**config.mk**
```make
export PLATFORM = sky130hd
export DESIGN_NAME = sorted_expiry_timer_manager
export DESIGN_NICKNAME = d
export VERILOG_FILES = /design/src/setm_pkg.sv /design/src/setm_cell.sv /design/src/sorted_expiry_timer_manager.sv
export SDC_FILE = /design/constraint.sdc
export NUM_CORES = 2
export LEC_CHECK = 0
export ABC_AREA = 1
export ABC_CLOCK_PERIOD_IN_PS = 5900
export BUFFER_PORTS_ARGS = -buffer_cell sky130_fd_sc_hd__buf_4
export CAP_MARGIN = 15
export CELL_PAD_IN_SITES_DETAIL_PLACEMENT = 0
export CELL_PAD_IN_SITES_GLOBAL_PLACEMENT = 2
export CORE_ASPECT_RATIO = 0.5
export CORE_UTILIZATION = 25
export CTS_BUF_LIST = sky130_fd_sc_hd__clkbuf_16
export CTS_CLUSTER_SIZE = 40
export DETAILED_ROUTE_END_ITERATION = 8
export GPL_TIMING_DRIVEN = 0
export PLACE_DENSITY_LB_ADDON = 0.3
export REMOVE_ABC_BUFFERS = 1
export SLEW_MARGIN = 20
export SYNTH_ARGS = -nofsm -noshare
export SYNTH_HDL_FRONTEND = slang
export SYNTH_SLANG_ARGS = --single-unit
```
**constraint.sdc**
```tcl
create_clock -name clk -period 5.9 [get_ports clk]
set_input_delay 1.18 -clock clk [delete_from_list [all_inputs] [get_ports clk]]
set_output_delay 1.18 -clock clk [all_outputs]
set_load 0.005 [all_outputs]
```
**src/setm_pkg.sv**
```systemverilog
// ----------------------------------------------------------------------------
// setm_pkg: shared types and constants of the sorted expiry timer manager
// Opcodes, slot states, status codes and the cell control struct.
// ----------------------------------------------------------------------------
package setm_pkg;

	localparam int unsigned SLOTS_DEF     = 8;
	localparam int unsigned TICK_BITS_DEF = 32;

	localparam logic [2:0] OP_TICK   = 3'd0;
	localparam logic [2:0] OP_CREATE = 3'd1;
	localparam logic [2:0] OP_START  = 3'd2;
	localparam logic [2:0] OP_STOP   = 3'd3;
	localparam logic [2:0] OP_DELETE = 3'd4;
	localparam logic [2:0] OP_QUERY  = 3'd5;
	localparam logic [2:0] OP_FETCH  = 3'd6;
	localparam logic [2:0] OP_NONE   = 3'd7;

	localparam logic [1:0] ST_INACTIVE = 2'd0;
	localparam logic [1:0] ST_STOPPED  = 2'd1;
	localparam logic [1:0] ST_RUNNING  = 2'd2;

	localparam logic [1:0] STS_OK       = 2'd0;
	localparam logic [1:0] STS_PARAM    = 2'd1;
	localparam logic [1:0] STS_NOTRUN   = 2'd2;

	// command broadcast to every queue cell
	typedef struct packed {
		logic rem;   // remove the entry whose slot matches
		logic ins;   // insert a new entry
	} cell_cmd_t;

endpackage

```
**src/setm_cell.sv**
```systemverilog
// ----------------------------------------------------------------------------
// setm_cell: one entry of the sorted expiry queue
// Holds slot and expiry; shifts toward the head on remove, toward the tail
// on insert, or captures the new entry at the insert point.
// ----------------------------------------------------------------------------
module setm_cell #(
	parameter int unsigned SW = 3,
	parameter int unsigned TW = 32
) (
	input  logic                clk,
	input  logic                arst_n,
	input  setm_pkg::cell_cmd_t cmd,
	input  logic [SW-1:0]       key_slot,
	input  logic [TW-1:0]       key_when,
	input  logic                prev_valid,
	input  logic                prev_later,
	input  logic                prev_hit,
	input  logic [SW-1:0]       prev_slot,
	input  logic [TW-1:0]       prev_when,
	input  logic                next_valid,
	input  logic [SW-1:0]       next_slot,
	input  logic [TW-1:0]       next_when,
	output logic                valid,
	output logic                later,
	output logic                hit,
	output logic [SW-1:0]       slot_q,
	output logic [TW-1:0]       when_q
);
	import setm_pkg::*;

	logic          valid_q;
	logic [TW-1:0] diff;
	logic          take;

	assign valid = valid_q;
	assign diff  = key_when - when_q;
	// insert point is here or upstream (new entry sorts before this one,
	// equal goes behind)
	assign later = prev_later | (valid_q & diff[TW-1]);
	// this cell or one upstream holds the slot being removed
	assign hit   = prev_hit | (valid_q & (slot_q == key_slot));
	// shift or capture on insert: every cell at or past the insert point,
	// plus the first free cell
	assign take  = cmd.ins & prev_valid & (later | ~valid_q);

	always_ff @(posedge clk or negedge arst_n) begin
		if (!arst_n) begin
			valid_q <= 1'b0;
		end else if (cmd.rem && hit) begin
			valid_q <= next_valid;
		end else if (take) begin
			valid_q <= 1'b1;
		end
	end

	always_ff @(posedge clk) begin
		if (cmd.rem && hit) begin
			slot_q <= next_slot;
			when_q <= next_when;
		end else if (take) begin
			if (prev_later) begin
				slot_q <= prev_slot;
				when_q <= prev_when;
			end else begin
				slot_q <= key_slot;
				when_q <= key_when;
			end
		end
	end

endmodule

```
**src/sorted_expiry_timer_manager.sv**
```systemverilog
// ----------------------------------------------------------------------------
// sorted_expiry_timer_manager: timer slots with a sorted expiry queue
// One item is taken at a time; the cell chain removes at the accepting edge,
// inserts in the following S_INS state, and the result is then offered in
// S_OUT; out_stall holds the result there and keeps the input stalled.
// Reset: tick zero, queue empty, all slots inactive; no clearing pass.
// ----------------------------------------------------------------------------
module sorted_expiry_timer_manager #(
	parameter int unsigned SLOTS     = setm_pkg::SLOTS_DEF,
	parameter int unsigned TICK_BITS = setm_pkg::TICK_BITS_DEF
) (
	input  logic        clk,
	input  logic        arst_n,
	input  logic        in_valid,
	output logic        in_stall,
	input  logic [2:0]  op,
	input  logic [2:0]  slot,
	input  logic [31:0] ticks,
	input  logic        periodic,
	output logic        out_valid,
	input  logic        out_stall,
	output logic [1:0]  status,
	output logic        running,
	output logic        expired_valid,
	output logic [2:0]  expired_slot,
	output logic        expiry_pending
);
	import setm_pkg::*;

	localparam int unsigned SW = (SLOTS > 1) ? $clog2(SLOTS) : 1;
	localparam int unsigned TW = TICK_BITS;

	// one-hot sequencer: take item, run insert phase, present result
	typedef enum logic [2:0] {
		S_IDLE = 3'b001,
		S_INS  = 3'b010,
		S_OUT  = 3'b100
	} fsm_t;

	fsm_t state_q;

	logic [TW-1:0] tick_q;
	logic [1:0]    sstate_q [SLOTS];
	logic          stype_q  [SLOTS];
	logic [TW-1:0] reload_q [SLOTS];

	// pending insert for the second phase
	logic          ins_q;
	logic [SW-1:0] ins_slot_q;
	logic [TW-1:0] ins_delay_q;

	logic [1:0] status_q;
	logic       running_q, exp_v_q;
	logic [2:0] exp_slot_q;

	// cell chain wiring
	cell_cmd_t     cmd;
	logic [SW-1:0] key_slot;
	logic [TW-1:0] key_when;
	logic          c_valid [SLOTS];
	logic          c_later [SLOTS];
	logic          c_hit   [SLOTS];
	logic [SW-1:0] c_slot  [SLOTS];
	logic [TW-1:0] c_when  [SLOTS];

	logic          take;
	logic          in_range, slot_ok;
	logic [SW-1:0] s_idx;
	logic [1:0]    cur_st;
	logic          head_due;
	logic [TW-1:0] head_diff;
	logic [SW-1:0] head_slot;
	logic          ins_need;

	assign take     = in_valid && (state_q == S_IDLE);
	assign in_stall = (state_q != S_IDLE);

	assign in_range = ({29'd0, slot} < 32'(SLOTS));
	assign s_idx    = SW'(slot);
	assign cur_st   = in_range ? sstate_q[s_idx] : ST_INACTIVE;
	assign slot_ok  = in_range && (cur_st != ST_INACTIVE);

	// head is due when its expiry is at or before the tick, wrap-safe
	assign head_diff = c_when[0] - tick_q;
	assign head_due  = c_valid[0] && (head_diff[TW-1] || (head_diff == '0));
	assign head_slot = c_slot[0];

	// a start with a good slot and delay, or a periodic fetch, queues again
	assign ins_need = ((op == OP_START) && slot_ok && (ticks != '0)) ||
		((op == OP_FETCH) && head_due && stype_q[head_slot]);

	// phase one removes, phase two inserts
	always_comb begin
		cmd      = '0;
		key_slot = ins_slot_q;
		key_when = tick_q + ins_delay_q;
		if (take) begin
			key_slot = (op == OP_FETCH) ? head_slot : s_idx;
			unique case (op)
				OP_CREATE: cmd.rem = in_range && (cur_st == ST_RUNNING);
				OP_START:  cmd.rem = slot_ok && (ticks != '0) && (cur_st == ST_RUNNING);
				OP_STOP:   cmd.rem = slot_ok && (cur_st == ST_RUNNING);
				OP_DELETE: cmd.rem = slot_ok && (cur_st == ST_RUNNING);
				OP_FETCH:  cmd.rem = head_due;
				default:   cmd.rem = 1'b0;
			endcase
		end else if (state_q == S_INS) begin
			cmd.ins = ins_q;
		end
	end

	for (genvar i = 0; i < SLOTS; i++) begin : g_cell
		logic          pv, pl, ph, nv;
		logic [SW-1:0] ps, ns;
		logic [TW-1:0] pw, nw;
		if (i == 0) begin : g_first
			assign pv = 1'b1;
			assign pl = 1'b0;
			assign ph = 1'b0;
			assign ps = '0;
			assign pw = '0;
		end else begin : g_mid
			assign pv = c_valid[i-1];
			assign pl = c_later[i-1];
			assign ph = c_hit[i-1];
			assign ps = c_slot[i-1];
			assign pw = c_when[i-1];
		end
		if (i == SLOTS - 1) begin : g_last
			assign nv = 1'b0;
			assign ns = '0;
			assign nw = '0;
		end else begin : g_inner
			assign nv = c_valid[i+1];
			assign ns = c_slot[i+1];
			assign nw = c_when[i+1];
		end
		setm_cell #(.SW(SW), .TW(TW)) u_cell (
			.clk(clk), .arst_n(arst_n), .cmd(cmd),
			.key_slot(key_slot), .key_when(key_when),
			.prev_valid(pv), .prev_later(pl), .prev_hit(ph),
			.prev_slot(ps), .prev_when(pw),
			.next_valid(nv), .next_slot(ns), .next_when(nw),
			.valid(c_valid[i]), .later(c_later[i]), .hit(c_hit[i]),
			.slot_q(c_slot[i]), .when_q(c_when[i])
		);
	end

	always_ff @(posedge clk or negedge arst_n) begin
		if (!arst_n) begin
			state_q <= S_IDLE;
			tick_q  <= '0;
			ins_q   <= 1'b0;
			for (int i = 0; i < SLOTS; i++) begin
				sstate_q[i] <= ST_INACTIVE;
				stype_q[i]  <= 1'b0;
				reload_q[i] <= '0;
			end
		end else begin
			unique case (state_q)
				S_IDLE: begin
					if (take) begin
						state_q <= S_INS;
						ins_q   <= ins_need;
						unique case (op)
							OP_TICK: tick_q <= tick_q + 1'b1;
							OP_CREATE: begin
								if (in_range) begin
									sstate_q[s_idx] <= ST_STOPPED;
									stype_q[s_idx]  <= periodic;
									reload_q[s_idx] <= '0;
								end
							end
							OP_START: begin
								// a restart keeps the old reload
								if (slot_ok && ticks != '0 && cur_st != ST_RUNNING) begin
									sstate_q[s_idx] <= ST_RUNNING;
									reload_q[s_idx] <= TW'({32'd0, ticks});
								end
							end
							OP_STOP: begin
								if (slot_ok && cur_st == ST_RUNNING)
									sstate_q[s_idx] <= ST_STOPPED;
							end
							OP_DELETE: begin
								if (slot_ok) sstate_q[s_idx] <= ST_INACTIVE;
							end
							OP_FETCH: begin
								if (head_due && !stype_q[head_slot])
									sstate_q[head_slot] <= ST_STOPPED;
							end
							default: ;
						endcase
					end
				end
				S_INS: state_q <= S_OUT;
				S_OUT: if (!out_stall) state_q <= S_IDLE;
				default: state_q <= S_IDLE;
			endcase
		end
	end

	// capture the result fields and the insert payload with the item
	always_ff @(posedge clk) begin
		if (take) begin
			running_q  <= (op == OP_QUERY) && slot_ok && (cur_st == ST_RUNNING);
			exp_v_q    <= (op == OP_FETCH) && head_due;
			exp_slot_q <= ((op == OP_FETCH) && head_due) ? 3'(head_slot) : 3'd0;
			ins_slot_q <= (op == OP_FETCH) ? head_slot : s_idx;
			ins_delay_q <= (op == OP_FETCH) ? reload_q[head_slot] : TW'({32'd0, ticks});
			case (op) inside
				OP_TICK, OP_QUERY, OP_FETCH: status_q <= STS_OK;
				OP_CREATE: status_q <= in_range ? STS_OK : STS_PARAM;
				OP_START: status_q <= (!slot_ok || ticks == '0) ? STS_PARAM : STS_OK;
				OP_STOP: begin
					if (!slot_ok) status_q <= STS_PARAM;
					else if (cur_st != ST_RUNNING) status_q <= STS_NOTRUN;
					else status_q <= STS_OK;
				end
				OP_DELETE: status_q <= slot_ok ? STS_OK : STS_PARAM;
				default: status_q <= STS_PARAM;
			endcase
		end
	end

	assign out_valid      = (state_q == S_OUT);
	assign status         = status_q;
	assign running        = running_q;
	assign expired_valid  = exp_v_q;
	assign expired_slot   = exp_slot_q;
	assign expiry_pending = head_due;

endmodule

```
* Word level (Yosys, flattened, before mapping) *
Index checks and enable logic that the tools add are counted.

word-level totals
  register bits after elaboration = 646
  input port bits = 43
  output and inout port bits = 10
  word-level logic and storage cells = 326

cells by class
  $add $sub $neg = 11
  $lt $le $gt $ge = 4
  equal/unequal tests = 26
  multiplexer cells = 101
  bitwise logic cells = 76
  reduce and logical (&&, ||, !) cells = 51

operator list
  kind                     number
  $mux W32                 25
  $pmux W256 S2            1
  $sub A32 B32 Y32         9
  $and A256 B256 Y256      1
  $bwmux W256              1
  $mux W256                1
  $not A256 Y256           1
  $bmux W32 S3             1
  $demux W32 S3            1
  $pmux W16 S5             1
  $mux W3                  25
  $logic_not A32 Y1        2
  $mux W16                 4
  $add A32 B1 Y32 const B  1
  $add A32 B32 Y32         1
  $reduce_bool A32 Y1      1
  $and A1 B1 Y1            31
  $mux W1                  25
  $and A8 B8 Y8            3
  $eq A3 B3 Y1             8
  $not A8 Y8               3
  $or A8 B8 Y8             3
  $logic_and A1 B1 Y1      23
  $or A1 B1 Y1             22
  other kinds (32)         75

* Logic depth before layout (Yosys ltp) *
  word-level depth = 14
  depth in mapped cells = 36
  mapped depth without buffers = 35

* Cells and area by module *
A second synthesis with hierarchy kept.

unflattened totals
  cell total of the unflattened synthesis = 5652
  area, all modules = 42645.9 um2

modules (own cells, without submodules)
  module                       instances  cells each  area an instance (um2)  sequential area each (um2)
  setm_cell                    8          370         2768.9                  1076.0
  sorted_expiry_timer_manager  1          2692        20494.7                 9140.0

* Worst setup path before layout *
Ideal clock, no wire load.

  path kind = register to register
  start point = register tick_q[0]
  end point = register g_cell[5].u_cell.slot_q[0], enable pin
  setup time = 0.503 ns
  arrival time = 5.503 ns
  data required time = 5.397 ns
  setup slack = -0.106 ns
  stages on the path, launching flop included = 31
  buffers on the path = 2
  period minus slack after synthesis = 6.006 ns
  cells stage by stage = dfrtp_1 ha_1 fa_1 nand2_1 inv_1 nand2_1 nand2_1 nand3_1 nand2_1 a21oi_1 o21ai_0 a21oi_1 o21ai_0 a21boi_0 xor2_1 inv_1 ha_1 a21oi_1 o21ai_0 a21oi_1 nand2_1 a21oi_1 nand3_1 nand3_1 nand4_1 buf_2 nor2_4 nand2_2 buf_2 o21ai_2 nand2_1

on the way
  cells in the longest elaborated chain, start to end = 11
  elaborated cells on any way between the ends = 28
  those cells by class = 8 x add/sub; 2 x mux; 13 x bitwise; 5 x reduce/logical

RTL lines
  element                           line                                source
  start, declared                   sorted_expiry_timer_manager.sv:42   logic [TW-1:0] tick_q;
  start signal, assigned            sorted_expiry_timer_manager.sv:166  OP_TICK: tick_q <= tick_q + 1'b1;
  $add A32 B32 Y32                  sorted_expiry_timer_manager.sv:96   key_when = tick_q + ins_delay_q;
  $sub A32 B32 Y32                  setm_cell.sv:36                     assign diff = key_when - when_q;
  $and A1 B1 Y1                     setm_cell.sv:39                     assign later = prev_later | (valid_q & diff[TW-1]);
  $or A1 B1 Y1 (5 in series)        setm_cell.sv:39
  $or A1 B1 Y1                      setm_cell.sv:44                     assign take = cmd.ins & prev_valid & (later | ~valid_q);
  $and A1 B1 Y1                     setm_cell.sv:44
  $reduce_bool A2 Y1 (no line) (*)  n/a
  end signal, assigned              setm_cell.sv:58                     slot_q <= next_slot;
  end signal, assigned              setm_cell.sv:62                     slot_q <= prev_slot;
  end signal, assigned              setm_cell.sv:65                     slot_q <= key_slot;
  end, declared                     setm_cell.sv:26                     output logic [SW-1:0] slot_q,

Mark *: on every way between the ends. The rest lies on a longest branch, timed or not.
A chain may end at the register's enable or synchronous reset.

* Final worst setup path *
  start point = register ins_delay_q[0]
  end point = register g_cell[5].u_cell.when_q[6], enable pin

on the way
  cells in the longest elaborated chain, start to end = 11
  elaborated cells on any way between the ends = 21
  those cells by class = 7 x add/sub; 13 x bitwise; 1 x reduce/logical

RTL lines
  element                           line                                source
  start, declared                   sorted_expiry_timer_manager.sv:50   logic [TW-1:0] ins_delay_q;
  start signal, assigned            sorted_expiry_timer_manager.sv:210  ins_delay_q <= (op == OP_FETCH) ? reload_q[head_slot] : TW'({32'd0, ticks});
  $add A32 B32 Y32 (*)              sorted_expiry_timer_manager.sv:96
  $sub A32 B32 Y32                  setm_cell.sv:36
  $and A1 B1 Y1                     setm_cell.sv:39
  $or A1 B1 Y1 (4 in series)        setm_cell.sv:39
  $or A1 B1 Y1 (*)                  setm_cell.sv:39
  $or A1 B1 Y1 (*)                  setm_cell.sv:44
  $and A1 B1 Y1 (*)                 setm_cell.sv:44
  $reduce_bool A2 Y1 (no line) (*)  n/a
  end signal, assigned              setm_cell.sv:59                     when_q <= next_when;
  end signal, assigned              setm_cell.sv:63                     when_q <= prev_when;
  end signal, assigned              setm_cell.sv:66                     when_q <= key_when;
  end, declared                     setm_cell.sv:27                     output logic [TW-1:0] when_q

Marks and branches as above.

==> results.yml <==
power:
  clock_power_share: 0.228
  ir_worst_vdd_mv: 0.1840
  p_int_uw: 11980
  netSwitchingFraction: 0.4098
  cellLeakagePower_uw: 0.02241
  power.switching_uw: 8318
  comb_power_share: 0.471
  power_density_mw_per_mm2: 415.7
  pwr-share-seq: 0.301
sta:
  setup_viol: 0
  min_period_ps: 5659
  final_hold_viol_count: 0
  fmaxAchievable_mhz: 176.7
  tightest_slew_ps: 1064
  fin_crit_sh: 0.9591
  finalMaxSlewViolations: 0
  fin_hold_ws_ps: 422.2
  layout_setup_ws_ps: 241.2
  fin_worst_skew_ps: 29.20
  maxSlewHeadroom: 0.2841
placement:
  place_ws_ps: -3617
  dp_cells: 6923
  portBuffers: 52
  hpwl_mm: 99.77
  place_congestion: 0.8221
global_routing:
  overflow: 0
  track_usage: 0.1648
  grt_max_degree: 101
  grt_pass1_wl_mm: 206.7
  grt_pass1_vias: 33170
  antenna_found_initial: 0
synth:
  ys_warn_count: 0
  ys_ff_latch: 646
  syn_area_mm2: 0.04055
  synthDistinctLibCells: 63
  synth_edf_count: 284
  ys.flop_type: "dfrtp_1"
  syn_inst: 4806
  syn_avg_cell_area_um2: 8.437
  yosysSeqAreaShare: 0.4291
  synth_area_leaders: "edfxtp_1, dfrtp_1, nand2_1, ha_1, o21ai_0"
  synth_top_area_frac: 0.2103
  synthArstFlopShare: 0.5015
  synth_top_cell_by_area: "edfxtp_1"
finish:
  stdcell_count: 7153
  diodes: 0
  nFillCells: 16820
  syn_to_final_growth_pct: 20.43
  drive_gt1_frac: 0.1339
  final_cell_mix: "nand2_1, inv_1, o21ai_0, dfrtp_1, ha_1"
  layout.nets: 5268
  layout_commonest_cell: "nand2_1"
floorplan:
  start_util: 0.2519
  die_area_mm2: 0.1639
  die_x_um: 571.6
  rows: 104
  die_h_um: 286.8
  ios: 53
  core-area_mm2: 0.1610
drt:
  drc: 0
  highest_layer: "met4"
  wl_met3_mm: 5.960
  wl_met1_mm: 69.08
  drtIter0Drc: 2619
  via_count: 34240
  drt_first_pass_iters: 7
  ant_nets: 0
  post_drt_via_cell_ratio: 4.787
  wl_per_cell_um: 19.28
  wl_met2_mm: 60.32
  drt_wl_total_mm: 137.9
worst_setup_path:
  critical-path-top-delay-family: "simple AND/OR/NAND/NOR gates"
  crit_slowest_cell: "edfxtp_1"
  cp.required_ps: 6280
  endpoint_kind: "flop"
  worst-path-buf-inv: 8
  crit_arrival_ps: 6040
  crit_path_max_incr_delay_ps: 420
  critPathLaunchType: "flop"
  critical_path_class: "reg2reg"
  worstPathMaxFanout: 18
clocking:
  htree_levels: 3
  clock_latency_ps: 680
  numCtsBuffers: 76
  clock_sinks: 646
  cts_tree: "built"
  clk_root_buffer_cell: "clkbuf_16"
  clk_pin_slew_ps: 60
  max-clock-path-buffers: 3
run:
  max_cap_viol_count: 0
hold_path:
  hp-class: "in2async"
status:
  status: "completed"
[layout make-up]
type                       count  area [um^2]  share of cell area
tap                         2173         2719             0.05568
sequential                   646        17400              0.3564
timing repair buffer         212         2794             0.05721
clock inverter                61        437.9            0.008967
inverter                     675         2552             0.05227
clock buffer                  77         1927             0.03946
multi-input combinational   3309        21000              0.4301
[registers in the layout, indices dropped and copies added (netlist names)]
name,flops
ins_delay_q,32
status,2
stype_q,8
reload_q,256
running,1
g_cell.u_cell.valid,8
state_q,3
ins_q,1
expired_valid,1
g_cell.u_cell.when_q,256
tick_q,32
sstate_q,16
ins_slot_q,3
expired_slot,3
g_cell.u_cell.slot_q,24
[timing repair]
action,4_1_cts,5_1_grt
setup endpoints to repair,496,394
cloned,8,11
resized for setup,73,69
pin swaps,21,42
hold buffers,0,0
buffers inserted,44,29
[power by group through the flow]
| stage | Combinational (uW) | Clock [uW] | Sequential (uW) |
|---|---|---|---|
| finish | 9550 | 4640 | 6110 |
| global route | 10800 | 4960 | 6180 |
| CTS | 9130 | 4790 | 6110 |
| detailed placement | 8310 | 0 | 6190 |
| global placement | 7770 | 0 | 6190 |
| floorplan | 5560 | 0 | 6100 |
[worst reg2reg max path: cells and delay by family, from the launching register on]
family | cells | cell delay (ps)
flops | 1 | 420
buf+inv | 8 | 960
compound gates | 7 | 1090
fa+ha+maj | 3 | 860
simple gates | 13 | 1860
xor+xnor | 1 | 160
[per-stage QoR]
step / TNS (ps) / utilization / area [um^2] / power [uW]
after floorplan: -540430 / - / 39740 / 11670
after global placement: -3081820 / 0.2662 / 42850 / 13960
after detailed placement: -1092540 / 0.2777 / 44710 / 14510
after CTS: 0 / 0.2986 / 48060 / 20030
after global routing: -561.6 / 0.3034 / 48830 / 21920
final: 0 / 0.3034 / 48830 / 20300
[synth_stat cells (all sizes together) (5+ instances only)]
| master | n |
|---|---|
| nand2 | 1054 |
| inv | 672 |
| o21ai | 569 |
| dfrtp | 323 |
| ha | 303 |
| nor2 | 288 |
| edfxtp | 284 |
| a21oi | 221 |
| mux2 | 158 |
| o211ai | 134 |
| nand3 | 124 |
| clkbuf | 118 |
| xor2 | 72 |
| buf | 69 |
| a221oi | 68 |
| nand4 | 41 |
| nor3 | 41 |
| o22ai | 39 |
| dfxtp | 38 |
| a22oi | 33 |
| a32oi | 32 |
| nor4 | 20 |
| o311ai | 16 |
| xnor2 | 13 |
| a21o | 10 |
| a31oi | 8 |
| a211oi | 6 |
| o2111ai | 6 |
| o21a | 6 |
| or2 | 6 |
| o21bai | 5 |
[logic make-up (layout without fill, tap and decap cells)]
| family | count (synthesis) | after routing | synth area share |
|---|---|---|---|
| flip-flops | 646 | 646 | 0.4291 |
| AO/OA/AOI/OAI | 1169 | 1169 | 0.1712 |
| buffers and inverters | 862 | 1025 | 0.08251 |
| adder cells (fa/ha/maj) | 305 | 305 | 0.09448 |
| multiplexers | 158 | 158 | 0.04388 |
| XOR/XNOR | 85 | 85 | 0.01836 |
| AND/OR/NAND/NOR | 1581 | 1592 | 0.1605 |
[final timing paths]
kind / from / to / slack, ps / depth (start not counted)
min reg2reg: stype_q[6]$_DFFE_PN0P_ / stype_q[6]$_DFFE_PN0P_ / 490 / 2
min: arst_n / g_cell[4].u_cell.valid$_DFFE_PN0P_ / 420 / 1
max in group asynchronous: arst_n / reload_q[67]$_DFFE_PN0P_ / 3590 / 4
min in group clk: stype_q[6]$_DFFE_PN0P_ / stype_q[6]$_DFFE_PN0P_ / 490 / 2
max: ins_delay_q[0]$_DFFE_PP_ / g_cell[5].u_cell.when_q[6]$_DFFE_PP_ / 240 / 32
max reg2reg: ins_delay_q[0]$_DFFE_PP_ / g_cell[5].u_cell.when_q[6]$_DFFE_PP_ / 240 / 32
[routing by layer]
layer	vias up	GRT usage
li1	16740	-
met1	16540	0.2416
met2	805	0.2573
met3	155	0.02043
met4	0	0.03636
met5	-	0
(Power assumes the default switching activity.)
